<file path="config.mk">
export PLATFORM = sky130hd
export DESIGN_NAME = tcl_queue
export DESIGN_NICKNAME = d
export VERILOG_FILES = /design/src/rtl/tcl_pkg.sv /design/src/rtl/tcl_queue.sv
export VERILOG_INCLUDE_DIRS = /design/src /design/src/rtl
export SDC_FILE = /design/constraint.sdc
export NUM_CORES = 1
export LEC_CHECK = 0
export BUFFER_PORTS_ARGS = -buffer_cell sky130_fd_sc_hd__buf_2
export CAP_MARGIN = 10
export CORE_MARGIN = 2
export CORE_UTILIZATION = 51
export CTS_BUF_LIST = sky130_fd_sc_hd__clkbuf_2
export CTS_CLUSTER_SIZE = 14
export DETAILED_ROUTE_END_ITERATION = 8
export HOLD_SLACK_MARGIN = 0.03
export PLACE_DENSITY = 0.82
export SYNTH_ARGS = -nofsm -noshare
export SYNTH_HDL_FRONTEND = slang
export SYNTH_SLANG_ARGS = --single-unit
export TNS_END_PERCENT = 1
</file>
<file path="constraint.sdc">
create_clock -name clk_i -period 1.5 [get_ports clk_i]
set_input_delay 0 -clock clk_i [delete_from_list [all_inputs] [get_ports clk_i]]
set_output_delay 0 -clock clk_i [all_outputs]
set_load 0.05 [all_outputs]
</file>
<file path="src/rtl/triangle_cevian_lengths_macros.svh">
// Assertion macros for the triangle cevian lengths block.
// Used by modules that check their own control logic; no other dependencies.
`ifndef TRIANGLE_CEVIAN_LENGTHS_MACROS_SVH
`define TRIANGLE_CEVIAN_LENGTHS_MACROS_SVH
`ifndef SYNTHESIS
`define TCL_ASSERT(lbl, clk, rst_n, prop) \
  lbl: assert property (@(posedge clk) disable iff (!rst_n) (prop)) \
    else $error("property check failed");
`define TCL_ASSERT_IMP(lbl, clk, rst_n, ante, cons) \
  lbl: assert property (@(posedge clk) disable iff (!rst_n) (ante) |-> (cons)) \
    else $error("implication check failed");
`define TCL_ASSERT_NEXT(lbl, clk, rst_n, ante, cons) \
  lbl: assert property (@(posedge clk) disable iff (!rst_n) (ante) |=> (cons)) \
    else $error("next-cycle check failed");
`else
`define TCL_ASSERT(lbl, clk, rst_n, prop)
`define TCL_ASSERT_IMP(lbl, clk, rst_n, ante, cons)
`define TCL_ASSERT_NEXT(lbl, clk, rst_n, ante, cons)
`endif
`endif

</file>
<file path="src/rtl/tcl_pkg.sv">
// Shared types and constants for the triangle cevian lengths block.
// No dependencies.
`timescale 1ns / 1ps
package tcl_pkg;

  typedef struct packed {
    logic full;
    logic empty;
  } queue_status_t;

  localparam int unsigned QUEUE_DEPTH = 2;

  // radicand slots carried from front to back
  localparam int unsigned N_LEN     = 7;
  localparam int unsigned MED_BASE  = 0;
  localparam int unsigned BIS_BASE  = 3;
  localparam int unsigned HERON_IDX = 6;

  // root coefficient slots
  localparam int unsigned N_COEF    = 6;
  localparam int unsigned KBIS_BASE = 0;
  localparam int unsigned KALT_BASE = 3;

  // median: (2q)^2 <= 2b^2 + 2c^2 - a^2
  localparam int unsigned MEDIAN_COEF = 4;

endpackage

</file>
<file path="src/rtl/tcl_queue.sv">
// Short word queue between front end and root back end.
// Depends on tcl_pkg and triangle_cevian_lengths_macros.svh.
`timescale 1ns / 1ps
`include "triangle_cevian_lengths_macros.svh"
module tcl_queue #(
  parameter int unsigned DEPTH  = 2,
  parameter int unsigned DATA_W = 8
) (
  input  logic                   clk_i,
  input  logic                   rst_ni,
  input  logic                   push_i,
  input  logic [DATA_W-1:0]      data_i,
  input  logic                   pop_i,
  output logic [DATA_W-1:0]      data_o,
  output tcl_pkg::queue_status_t status_o
);

  localparam int unsigned PW   = (DEPTH > 1) ? $clog2(DEPTH) : 1;
  localparam int unsigned CNTW = $clog2(DEPTH + 1);

  logic [DATA_W-1:0] mem_q [DEPTH];
  logic [PW-1:0]     wr_ptr_q, rd_ptr_q;
  logic [CNTW-1:0]   count_q, count_d;

  always_comb begin
    case ({push_i, pop_i})
      2'b10:   count_d = count_q + CNTW'(1);
      2'b01:   count_d = count_q - CNTW'(1);
      default: count_d = count_q;
    endcase
  end

  always_ff @(posedge clk_i or negedge rst_ni) begin
    if (!rst_ni) begin
      wr_ptr_q <= '0;
      rd_ptr_q <= '0;
      count_q  <= '0;
    end else begin
      count_q <= count_d;
      if (push_i) begin
        wr_ptr_q <= (wr_ptr_q == PW'(DEPTH - 1)) ? '0 : wr_ptr_q + PW'(1);
      end
      if (pop_i) begin
        rd_ptr_q <= (rd_ptr_q == PW'(DEPTH - 1)) ? '0 : rd_ptr_q + PW'(1);
      end
    end
  end

  always_ff @(posedge clk_i) begin
    if (push_i) begin
      mem_q[wr_ptr_q] <= data_i;
    end
  end

  assign data_o          = mem_q[rd_ptr_q];
  assign status_o.full   = (count_q == CNTW'(DEPTH));
  assign status_o.empty  = (count_q == '0);

  `TCL_ASSERT_IMP(a_no_overflow, clk_i, rst_ni, push_i, !status_o.full)
  `TCL_ASSERT_IMP(a_no_underflow, clk_i, rst_ni, pop_i, !status_o.empty)
  `TCL_ASSERT_NEXT(a_count_up, clk_i, rst_ni, push_i && !pop_i, count_q == $past(count_q) + CNTW'(1))
  `TCL_ASSERT(a_count_bound, clk_i, rst_ni, count_q <= CNTW'(DEPTH))

endmodule

</file>
# Word-level counts from Yosys, hierarchy flattened
# Memories as Yosys holds them, arrays and structs flattened.
# Index checks and enable logic that the tools add are counted.
# word_totals
n_memories,1
inputBits,12
latch_bits,0
wordCells,18
ramBits,16
regBits,4
romBits,0
out_inout_bits,10
# memory_table
memory,words,width,rd,rd_ports_with_merged_regs,wr,line,rtl
mem_q,2,8,1,0,1,tcl_queue.sv:21,logic [DATA_W-1:0] mem_q [DEPTH];
# classes
n_shift,0
order_cmp,0
n_bitwise,0
n_eq_ne,3
mul,0
n_mux,5
reduce_logical,2
n_addsub,4
div_mod_pow,0
# ops
operator,count
$eq 2x2->1 const B,2
$mux 1,4
$pmux 2 s2,1
$add 1x1->1 const B,2
$add 2x1->2 const B,1
$eq 2x1->1 const B,1
$logic_not 2->1,1
$reduce_bool 2->1,1
$sub 2x1->2 const B,1

# Longest topological paths before layout
# Gate-level depths: netlist of the first run.
# depth
word_depth,2
ltp_mapped,5
depth_no_buf,5

# Worst setup path after synthesis of the first run
# No wires, ideal clock.
# synth_path
kind,reg2reg
startpoint,register wr_ptr_q
endpoint,"memory mem_q[0][0], enable pin"
t_arrival_ns,0.768
slack_ns,0.362
setup_ns,0.370
path_buffers,0
period_less_slack_ns,1.138
t_required_ns,1.130
path_stages_with_launch,2
path_cell_list,dfrtp_1 nor2_1
# synth_lines
item,line,rtl
start: declaration,tcl_queue.sv:22,"logic [PW-1:0] wr_ptr_q, rd_ptr_q;"
start signal: assignment,tcl_queue.sv:41,wr_ptr_q <= (wr_ptr_q == PW'(DEPTH - 1)) ? '0 : wr_ptr_q + PW'(1);
end: declaration,tcl_queue.sv:21,
# No word-level cell before the write port.

# Final worst setup path of the first run
# layout_path
startpoint,register rd_ptr_q
endpoint,output data_o[1]
# layout_via
elab_chain_len,1
# layout_lines
item,line,rtl
start: declaration,tcl_queue.sv:22,
start signal: assignment,tcl_queue.sv:44,rd_ptr_q <= (rd_ptr_q == PW'(DEPTH - 1)) ? '0 : rd_ptr_q + PW'(1);
$mem_v2 2x8,-,
end: declaration,tcl_queue.sv:14,"output logic [DATA_W-1:0] data_o,"
# Every way passes these cells.

==> flow_summary_export.csv, run 1 <==
group,metric,value,unit
clock_tree,clk_pin_slew,0.18,ns
cells_and_area,synthToLayoutAreaGrowth,35.0,%
floorplan,die_width,42.7,µm
drt,vias,456,
yosys,syn_area_per_cell,18.6,µm²
drt,avgRoutedWirePerCell,14.9,µm
sta,hold_viol,0,
yosys,synth_top_area_cell,"edfxtp_1",
sta,fin_setup_tns,0,ns
clock_tree,numCtsBuffers,3,
yosys,synth_top_area_frac,0.631,
setup_path,cp-end-kind,"output port",
sta,rsz0062_at_grt,"no",
global_route,grt_max_degree,12,
clock_tree,clock_latency,0.29,ns
placed_design,hpwl,889,µm
clock_tree,root_buffer,"clkbuf_2",
floorplan,die_h,42.7,µm
floorplan,initial_core_util,0.564,
sta,finalWorstSetupSlack,0.0994,ns
pwr,p_switching,0.853,mW
placed_design,port_buffers,21,
drt,first_iter_violations,4,
setup_path,r2r_slack,0.39,ns
setup_path,crit_type,"flop to output port",
clock_tree,post_cts_buffers,0,
drt,wl_met1,570,µm
drt,ant_nets,0,
pwr,peakVddDrop,0.00111,V
placed_design,post-place-ws,0.329,ns
yosys,ys.warnings.count,0,
pwr,power_frac_clock,0.108,
yosys,synth_common_cells,"edfxtp_1 (16), mux2_2 (8), dfrtp_1 (4), nor2_1 (3), xor2_1 (3)",
drt,met3_length,45,µm
global_route,grt.overflow.total,0,
global_route,grt_util_all_layers,0.170,
pwr,power_frac_comb,0.445,
floorplan,dieArea,1820,µm²
sta,fin_crit_sh,0.934,
cells_and_area,nets,92,
yosys,synth-edff-count,16,
floorplan,ios,22,
run_status,status,"complete, no violations",
yosys,synth_seq_area_share,0.762,
sta,drv_slew,0,
pwr,p_leak,0.425,nW
setup_path,arrival,1.40,ns
yosys,synth.area.top_cells,"edfxtp_1 (63%), dfrtp_1 (13%), mux2_2 (12%), xor2_1 (3.4%), xnor2_1 (2.3%)",
min_path,min_from,"data_i[0]",
drt,firstDrtPassIters,3,
yosys,syn_area,762,µm²
drt,wl,1.38,mm
drt,top_layer,"met3",
sta,finalSetupViolCount,0,
pwr,internal-power,1.09,mW
drt,vias_per_cell,4.90,
cells_and_area,utilization,0.762,
clock_tree,clock_path_buffers,2,
yosys,synth_ff_type,"edfxtp_1",
drt,drc_errors,0,
flow_run,drv_cap,0,
pwr,p_per_area,1890,nW/µm²
cells_and_area,antennaDiodeCount,0,
yosys,synth_most_common_cell,"edfxtp_1",
clock_tree,cts_tree,"done",
sta,max_freq,0.714,GHz
sta,min_period,1.40,ns
yosys,synth_fp_nets,54,
global_route,first_global_vias,487,
min_path,hp-class,"input port to flop",
cells_and_area,drive_gt1_frac,0.449,
drt,routed-wl-met2,765,µm
sta,worstMarginPinSlew,0.365,ns
setup_path,crit_required,1.50,ns
yosys,async_flop_share,0.200,
sta,maxSlewHeadroom,0.756,
floorplan,rows,13,
floorplan,core_area,1350,µm²
pwr,p_sw_frac,0.438,
yosys,synthCells,41,
sta,clock_skew,0.00840,ns
yosys,synth.distinct_cells,11,
pwr,pwr-share-seq,0.447,
clock_tree,htree_levels,1,
sta,timing.hold.ws,0.409,ns
placed_design,globalplace.congestion,0.689,
clock_tree,clock-sinks,20,
global_route,grt_pass1_wl,2.22,mm
setup_path,critPathLaunch,"rd_ptr_q",
yosys,ys_ff_latch,20,
global_route,grt_antenna_before_repair,0,
setup_path,cp_max_fo,9,
setup_path,start_kind,"flop",
setup_path,r2r-start,"wr_ptr_q",
[stage by stage]
stage	std cells	power [mW]	cell area, µm²
finish	93	1.95	1030
global route	93	2.03	1030
CTS	93	1.94	1030
detailed placement	77	1.72	888
global placement	77	1.69	888
floorplan	41	1.53	762
[cell type report]
type	count	area (µm²)
clock buffers	3	15.0
clock inverters	1	3.75
fillers	83	322
inverters	1	3.75
multi-input cells	19	173
flip-flops and latches	20	582
well taps	15	18.8
repair buffers	34	233
[cell families (layout without fill, tap and decap cells)]
logic type	Yosys count	after routing	synth area share
buffers and inverters	2	39	0.0115
and+or+nand+nor	5	5	0.0345
adders and majority gates	1	1	0.0164
muxes	8	8	0.118
DFF	20	20	0.762
xor gates and xnor gates	5	5	0.0575
[worst paths after layout]
kind                          endpoint  depth (start not counted)
max                          data_o[1]                          2
max in group asynchronous     rd_ptr_q                          3
max reg2reg                mem_q[1][3]                          1
min reg2reg                 count_q[1]                          1
min in group asynchronous     wr_ptr_q                          3
min                        mem_q[0][0]                          2
[cells in the final DEF (no fill, tap or decap), drive strengths merged]
master / Yosys / routed
clkbuf: 0 / 3
dlygate4sd3: 0 / 12
and2b: 1 / 1
mux2: 8 / 8
buf: 1 / 22
xor2: 3 / 3
edfxtp: 16 / 16
inv: 1 / 1
nor2: 3 / 3
xnor2: 2 / 2
ha: 1 / 1
clkinv: 0 / 1
dfrtp: 4 / 4
and2: 1 / 1
[flip-flops by register name (all words and copies together), names as in the netlist]
| register | cells |
|---|---|
| rd_ptr_q | 1 |
| mem_q | 16 |
| count_q | 2 |
| wr_ptr_q | 1 |
[power groups by stage]
stage          logic (mW)  clock network, mW  registers, mW
2_1_floorplan       0.719                  0          0.812
3_3_place_gp        0.827                  0          0.864
4_1_cts             0.866              0.211          0.867
6_report            0.866              0.210          0.870
5_1_grt             0.910              0.237          0.886
3_5_place_dp        0.839                  0          0.879
[per-layer routing]
layer,track usage,vias to the layer above
li1,-,224
met1,0.197,220
met2,0.315,12
met3,0.0255,0
met4,0.0563,0
met5,0,-
[worst max-delay path: stages, from the launching register on]
cell     delay, ns
dfrtp_2       0.52
mux2_2        0.37
buf_2         0.21
[timing repair]
action | in CTS | in global routing
endpoints found under the setup margin | 5 | 0
gates resized for setup | 1 | 0
endpoints found under the hold margin | 23 | 0
hold buffers | 12 | 0
No activity file was read; power rests on OpenSTA's default activity.
==> run 2: changes to the inputs <==
--- a/config.mk
+++ b/config.mk
@@ -15,6 +15,7 @@
 export DETAILED_ROUTE_END_ITERATION = 8
 export HOLD_SLACK_MARGIN = 0.03
 export PLACE_DENSITY = 0.82
+export SETUP_SLACK_MARGIN = 0.1
 export SYNTH_ARGS = -nofsm -noshare
 export SYNTH_HDL_FRONTEND = slang
 export SYNTH_SLANG_ARGS = --single-unit
==> run 2 against run 1 <==
  * Count of clock-buffer cells in the layout did not move
  * Global-route usage stayed put
  * Routed wire length is 3.1% higher
  * Sequential cell count stayed put
  * Utilization grew 2.4 points
  * Via count up 1.8%
  * Fmax shrank 0.52%
  * Cell count increased by 2.2%
  * Critical path type unchanged
  * Largest cell class unchanged
==> flow_summary_export.csv, run 2 (synthesized netlist as in run 1, its figures left out) <==
group,metric,value,unit
floorplan,core_area,1350,µm²
drt,vias_per_cell,4.88,
drt,first_iter_violations,16,
placed_design,port_buffers,21,
sta,worstMarginPinSlew,0.369,ns
setup_path,crit_path_end,"data_o[4]",
sta,finalWorstSetupSlack,0.0921,ns
setup_path,crit_chain,"buf_2, mux2_2, buf_4",
cells_and_area,largest_reg_flops,16,
clock_tree,root_buffer,"clkbuf_2",
clock_tree,clock_path_buffers,2,
flow_run,drv_cap,0,
pwr,p_switching,0.874,mW
sta,finalSetupViolCount,0,
sta,drv_slew,0,
sta,maxSlewHeadroom,0.754,
setup_path,r2r.worst_path.cells,1,
global_route,grt.overflow.total,0,
run_status,status,"complete, no violations",
cells_and_area,multi_input_area,173,µm²
clock_tree,cts_tree,"done",
pwr,p_total,2.05,mW
setup_path,crit_buf_inv,2,
setup_path,slowest_stage,"dfrtp_2",
pwr,p_sw_frac,0.427,
setup_path,cp_max_fo,4,
cells_and_area,regArea,582,µm²
drt,vias,464,
sta,hold_viol,0,
setup_path,crit_type,"flop to output port",
setup_path,arrival,1.41,ns
pwr,p_per_area,1930,nW/µm²
clock_tree,clock_latency,0.29,ns
clock_tree,htree_levels,1,
pwr,pwr-share-seq,0.405,
clock_tree,clk_pin_slew,0.18,ns
sta,clock_skew,0.00496,ns
cells_and_area,largest-register,"mem_q",
setup_path,cpPeakStageDelay,0.40,ns
sta,max_freq,0.710,GHz
pwr,peakVddDrop,0.00133,V
floorplan,rows,13,
floorplan,die_h,42.7,µm
setup_path,path_delay_family,"flip-flops",
cells_and_area,final_cell_mix,"edfxtp_1 (16), buf_2 (14), dlygate4sd3_1 (12), buf_4 (10), mux2_2 (8)",
cells_and_area,final_common_cell,"edfxtp_1",
cells_and_area,nets,94,
cells_and_area,antennaDiodeCount,0,
pwr,p_leak,0.440,nW
cells_and_area,drive_gt1_frac,0.463,
clock_tree,clock-sinks,20,
sta,fin_setup_tns,0,ns
min_path,min_from,"data_i[0]",
placed_design,hpwl,889,µm
setup_path,start_kind,"flop",
min_path,hp-class,"input port to flop",
cells_and_area,fin_cells,95,
floorplan,die_width,42.7,µm
setup_path,reg2reg_to,"mem_q[1][3]",
setup_path,cp_num_cells,3,
setup_path,r2r_slack,0.39,ns
floorplan,ios,22,
drt,wl,1.43,mm
placed_design,post-place-ws,0.329,ns
global_route,grt_util_all_layers,0.170,
setup_path,critPathLaunch,"rd_ptr_q",
global_route,grt_antenna_before_repair,0,
pwr,power_frac_comb,0.491,
setup_path,crit_required,1.50,ns
drt,drc_errors,0,
global_route,grt_max_degree,12,
placed_design,dp.cells,77,
pwr,internal-power,1.17,mW
global_route,grt_pass1_wl,2.22,mm
setup_path,cp-end-kind,"output port",
drt,avgRoutedWirePerCell,15.0,µm
setup_path,r2r-start,"wr_ptr_q",
placed_design,globalplace.congestion,0.689,
sta,timing.hold.ws,0.411,ns
drt,firstDrtPassIters,4,
sta,rsz0062_at_grt,"yes",
global_route,first_global_vias,486,
clock_tree,numCtsBuffers,3,
cells_and_area,fillers,79,
cells_and_area,synthToLayoutAreaGrowth,39.2,%
floorplan,dieArea,1820,µm²
cells_and_area,reg.largest.list,"mem_q x16, count_q x2",
pwr,power_frac_clock,0.103,
sta,min_period,1.41,ns
floorplan,initial_core_util,0.564,
sta,fin_crit_sh,0.939,
drt,ant_nets,0,
run 2: cell count changes in the layout (fill, tap and decap cells not counted), sizes merged:
cell / delta
buf: +2
run 2: worst min path at each step:
| stage | slack (ns) | depth (start not counted) | endpoint |
|---|---|---|---|
| after floorplan | -0.30 | 0 | count_q[0] |
| after global placement | -0.19 | 1 | wr_ptr_q |
| after detailed placement | -0.19 | 1 | rd_ptr_q |
| after CTS | 0.41 | 3 | rd_ptr_q |
| after global routing | 0.39 | 2 | mem_q[1][0] |
| final | 0.41 | 2 | mem_q[1][0] |
run 2: layer usage:
metal / wire length, µm / track usage
met1: 594 / 0.197
met2: 754 / 0.315
met3: 57 / 0.0255
met4: 19 / 0.0563
met5: 0 / 0
run 2: power by group through the flow:
stage	Combinational, mW	Sequential (mW)	Clock (mW)
final	1.01	0.830	0.212
after global routing	1.05	0.843	0.242
after CTS	0.866	0.867	0.211
after detailed placement	0.839	0.879	0
after global placement	0.827	0.864	0
after floorplan	0.719	0.812	0
run 2: final cells by class:
class | instances | share of cell area
flip-flops and latches | 20 | 0.548
repair buffers | 36 | 0.250
multi-input cells | 19 | 0.163
well taps | 15 | 0.0177
clock buffers | 3 | 0.0142
clock inverters | 1 | 0.00354
inverters | 1 | 0.00354
run 2: per-stage QoR:
step	util	cell area [µm²]
2_1_floorplan	-	762
3_3_place_gp	0.658	888
3_5_place_dp	0.658	888
4_1_cts	0.762	1030
5_1_grt	0.786	1060
6_report	0.786	1060
run 2: repair_timing:
action / 4_1_cts / 5_1_grt
resized for setup: 1 / 17
hold buffers: 12 / 0
setup endpoints to repair: 8 / 8
buffers inserted: 0 / 2
pin swaps: 0 / 0
endpoints found under the hold margin: 23 / 0
==> run 3: changes to the inputs <==
--- a/config.mk
+++ b/config.mk
@@ -9,12 +9,12 @@
 export BUFFER_PORTS_ARGS = -buffer_cell sky130_fd_sc_hd__buf_2
 export CAP_MARGIN = 10
 export CORE_MARGIN = 2
-export CORE_UTILIZATION = 51
-export CTS_BUF_LIST = sky130_fd_sc_hd__clkbuf_2
+export CORE_UTILIZATION = 48
 export CTS_CLUSTER_SIZE = 14
 export DETAILED_ROUTE_END_ITERATION = 8
+export GPL_TIMING_DRIVEN = 0
 export HOLD_SLACK_MARGIN = 0.03
-export PLACE_DENSITY = 0.82
+export PLACE_DENSITY = 0.78
 export SETUP_SLACK_MARGIN = 0.1
 export SYNTH_ARGS = -nofsm -noshare
 export SYNTH_HDL_FRONTEND = slang
==> run 3 against run 2 <==
  * Sequential power is 1% lower
  * Critical path depth stayed put
  * Global-route usage decreased by 2.9 points
  * Register-to-register slack got worse by 0.03 ns
  * Clock skew grew 0.0010 ns
  * Setup slack better by 0.041 ns
  * Sequential cell count stayed put
  * Highest routed layer unchanged
==> flow_summary_export.csv, run 3 (synthesized netlist as in run 1, its figures left out) <==
group,metric,value,unit
sta,finalSetupViolCount,0,
global_route,grt.overflow.total,0,
setup_path,cpPeakStageDelay,0.36,ns
pwr,pwr-share-seq,0.414,
clock_tree,numCtsBuffers,3,
min_path,holdPathEnd,"mem_q[0][4]",
global_route,met3_usage,0.0250,
setup_path,r2r_slack,0.36,ns
sta,timing.hold.ws,0.431,ns
sta,drv_slew,0,
cells_and_area,nets,92,
sta,fin_crit_sh,0.911,
cells_and_area,antennaDiodeCount,0,
drt,avgRoutedWirePerCell,12.4,µm
sta,max_freq,0.731,GHz
sta,hold_viol,0,
setup_path,r2r-start,"wr_ptr_q",
global_route,first_global_vias,427,
placed_design,port_buffers,21,
global_route,use_met2,0.235,
min_path,holdPathStages,2,
global_route,grt_util_all_layers,0.141,
setup_path,cp_max_fo,9,
setup_path,reg2reg_to,"mem_q[0][3]",
cells_and_area,largest_reg_flops,16,
drt,first_iter_violations,3,
setup_path,arrival,1.37,ns
global_route,grt_pass1_wl,1.85,mm
pwr,p_sw_frac,0.423,
global_route,busiest_layer,"met2",
setup_path,crit_chain,"buf_4, mux2_2, buf_2",
floorplan,rows,14,
min_path,min_from,"data_i[4]",
sta,rsz0062_at_grt,"yes",
placed_design,globalplace.congestion,0.646,
pwr,peakVddDrop,0.00115,V
floorplan,initial_core_util,0.512,
clock_tree,htree_levels,1,
floorplan,ios,22,
sta,fin_setup_tns,0,ns
clock_tree,root_buffer,"clkbuf_4",
sta,clock_skew,0.00600,ns
pwr,p_leak,0.427,nW
placed_design,hpwl,721,µm
clock_tree,clk_pin_slew,0.11,ns
pwr,power_frac_comb,0.460,
clock_tree,cts_tree,"done",
sta,min_period,1.37,ns
setup_path,slowest_stage,"mux2_2",
floorplan,core_area,1490,µm²
clock_tree,clock_path_buffers,2,
run_status,status,"complete, no violations",
floorplan,die_width,43.8,µm
cells_and_area,largest-register,"mem_q",
global_route,grt_antenna_before_repair,0,
min_path,hp-class,"input port to flop",
clock_tree,clock-sinks,20,
drt,wl,1.17,mm
clock_tree,clock_latency,0.29,ns
cells_and_area,drive_gt1_frac,0.449,
cells_and_area,synthToLayoutAreaGrowth,36.3,%
drt,ant_nets,0,
drt,firstDrtPassIters,4,
drt,vias_per_cell,4.71,
global_route,use_met1,0.166,
flow_run,drv_cap,0,
setup_path,crit_type,"flop to output port",
pwr,internal-power,1.14,mW
drt,drc_errors,0,
pwr,p_total,1.97,mW
sta,maxSlewHeadroom,0.719,
setup_path,start_kind,"flop",
setup_path,r2r.worst_path.cells,1,
pwr,power_frac_clock,0.126,
floorplan,die_h,43.8,µm
sta,worstMarginPinSlew,0.421,ns
global_route,grt_max_degree,12,
setup_path,cp-end-kind,"output port",
floorplan,dieArea,1920,µm²
cells_and_area,final_cell_mix,"buf_2 (21), edfxtp_1 (16), dlygate4sd3_1 (12), mux2_2 (8), dfrtp_1 (4)",
pwr,p_per_area,1900,nW/µm²
setup_path,crit_required,1.50,ns
cells_and_area,final_common_cell,"buf_2",
pwr,p_switching,0.835,mW
cells_and_area,reg.largest.list,"mem_q x16, count_q x2",
drt,vias,443,
## run 3: changes by cell type in the layout (fill, tap and decap cells not counted), sizes merged
cell  change
buf       -2
## run 3: how the worst max path moves through the flow
stage | depth (start not counted) | from | slack [ns] | to
2_1_floorplan | 1 | wr_ptr_q | 0.36 | mem_q[0][0]
3_3_place_gp | 1 | wr_ptr_q | 0.21 | mem_q[0][3]
3_5_place_dp | 1 | wr_ptr_q | 0.12 | mem_q[0][1]
4_1_cts | 1 | wr_ptr_q | 0.11 | mem_q[0][1]
5_1_grt | 3 | rd_ptr_q | 0.08 | data_o[7]
6_report | 3 | rd_ptr_q | 0.13 | data_o[7]
## run 3: final cells by class
class	instances	area, µm²
flip-flops and latches	20	581
fillers	92	450
repair buffers	33	225
multi-input cells	19	175
clock buffers	3	22.5
well taps	16	20.0
plain buffers	1	7.51
clock inverters	1	3.75
inverters	1	3.75
## run 3: metal layers
layer  part of all wire  vias to the layer above
li1                   -                      223
met2               0.51                       11
met1               0.44                      207
met5                  0                        -
met3              0.037                        2
met4              0.012                        0
## run 3: power by group through the flow
| stage | registers, mW | clock network, mW | logic (mW) |
|---|---|---|---|
| 6_report | 0.818 | 0.248 | 0.908 |
| 5_1_grt | 0.836 | 0.272 | 0.958 |
| 4_1_cts | 0.818 | 0.251 | 0.916 |
| 3_5_place_dp | 0.829 | 0 | 0.877 |
| 3_3_place_gp | 0.821 | 0 | 0.867 |
| 2_1_floorplan | 0.812 | 0 | 0.719 |
## run 3: stage by stage
step                      instance area, µm²   util  worst slack, ns  instances
after floorplan                          762      -            0.362         41
final                                   1040  0.697            0.133         94
after detailed placement                 887  0.596            0.124         78
after global routing                    1040  0.697           0.0831         94
after global placement                   887  0.596            0.213         78
after CTS                               1040  0.696            0.111         94
## run 3: worst max-delay path, delay by kind of cell, from the launching register on
family / cells / cell delay, ns
multiplexers: 1 / 0.36
flip-flops: 1 / 0.34
buffers and inverters: 2 / 0.38
## run 3: repair_timing
action,4_1_cts,5_1_grt
gates resized for setup,1,1
hold buffers,12,0
gates cloned,0,0
setup endpoints to repair,8,14
buffers inserted,0,0
pin swaps,0,0
endpoints found under the hold margin,22,0
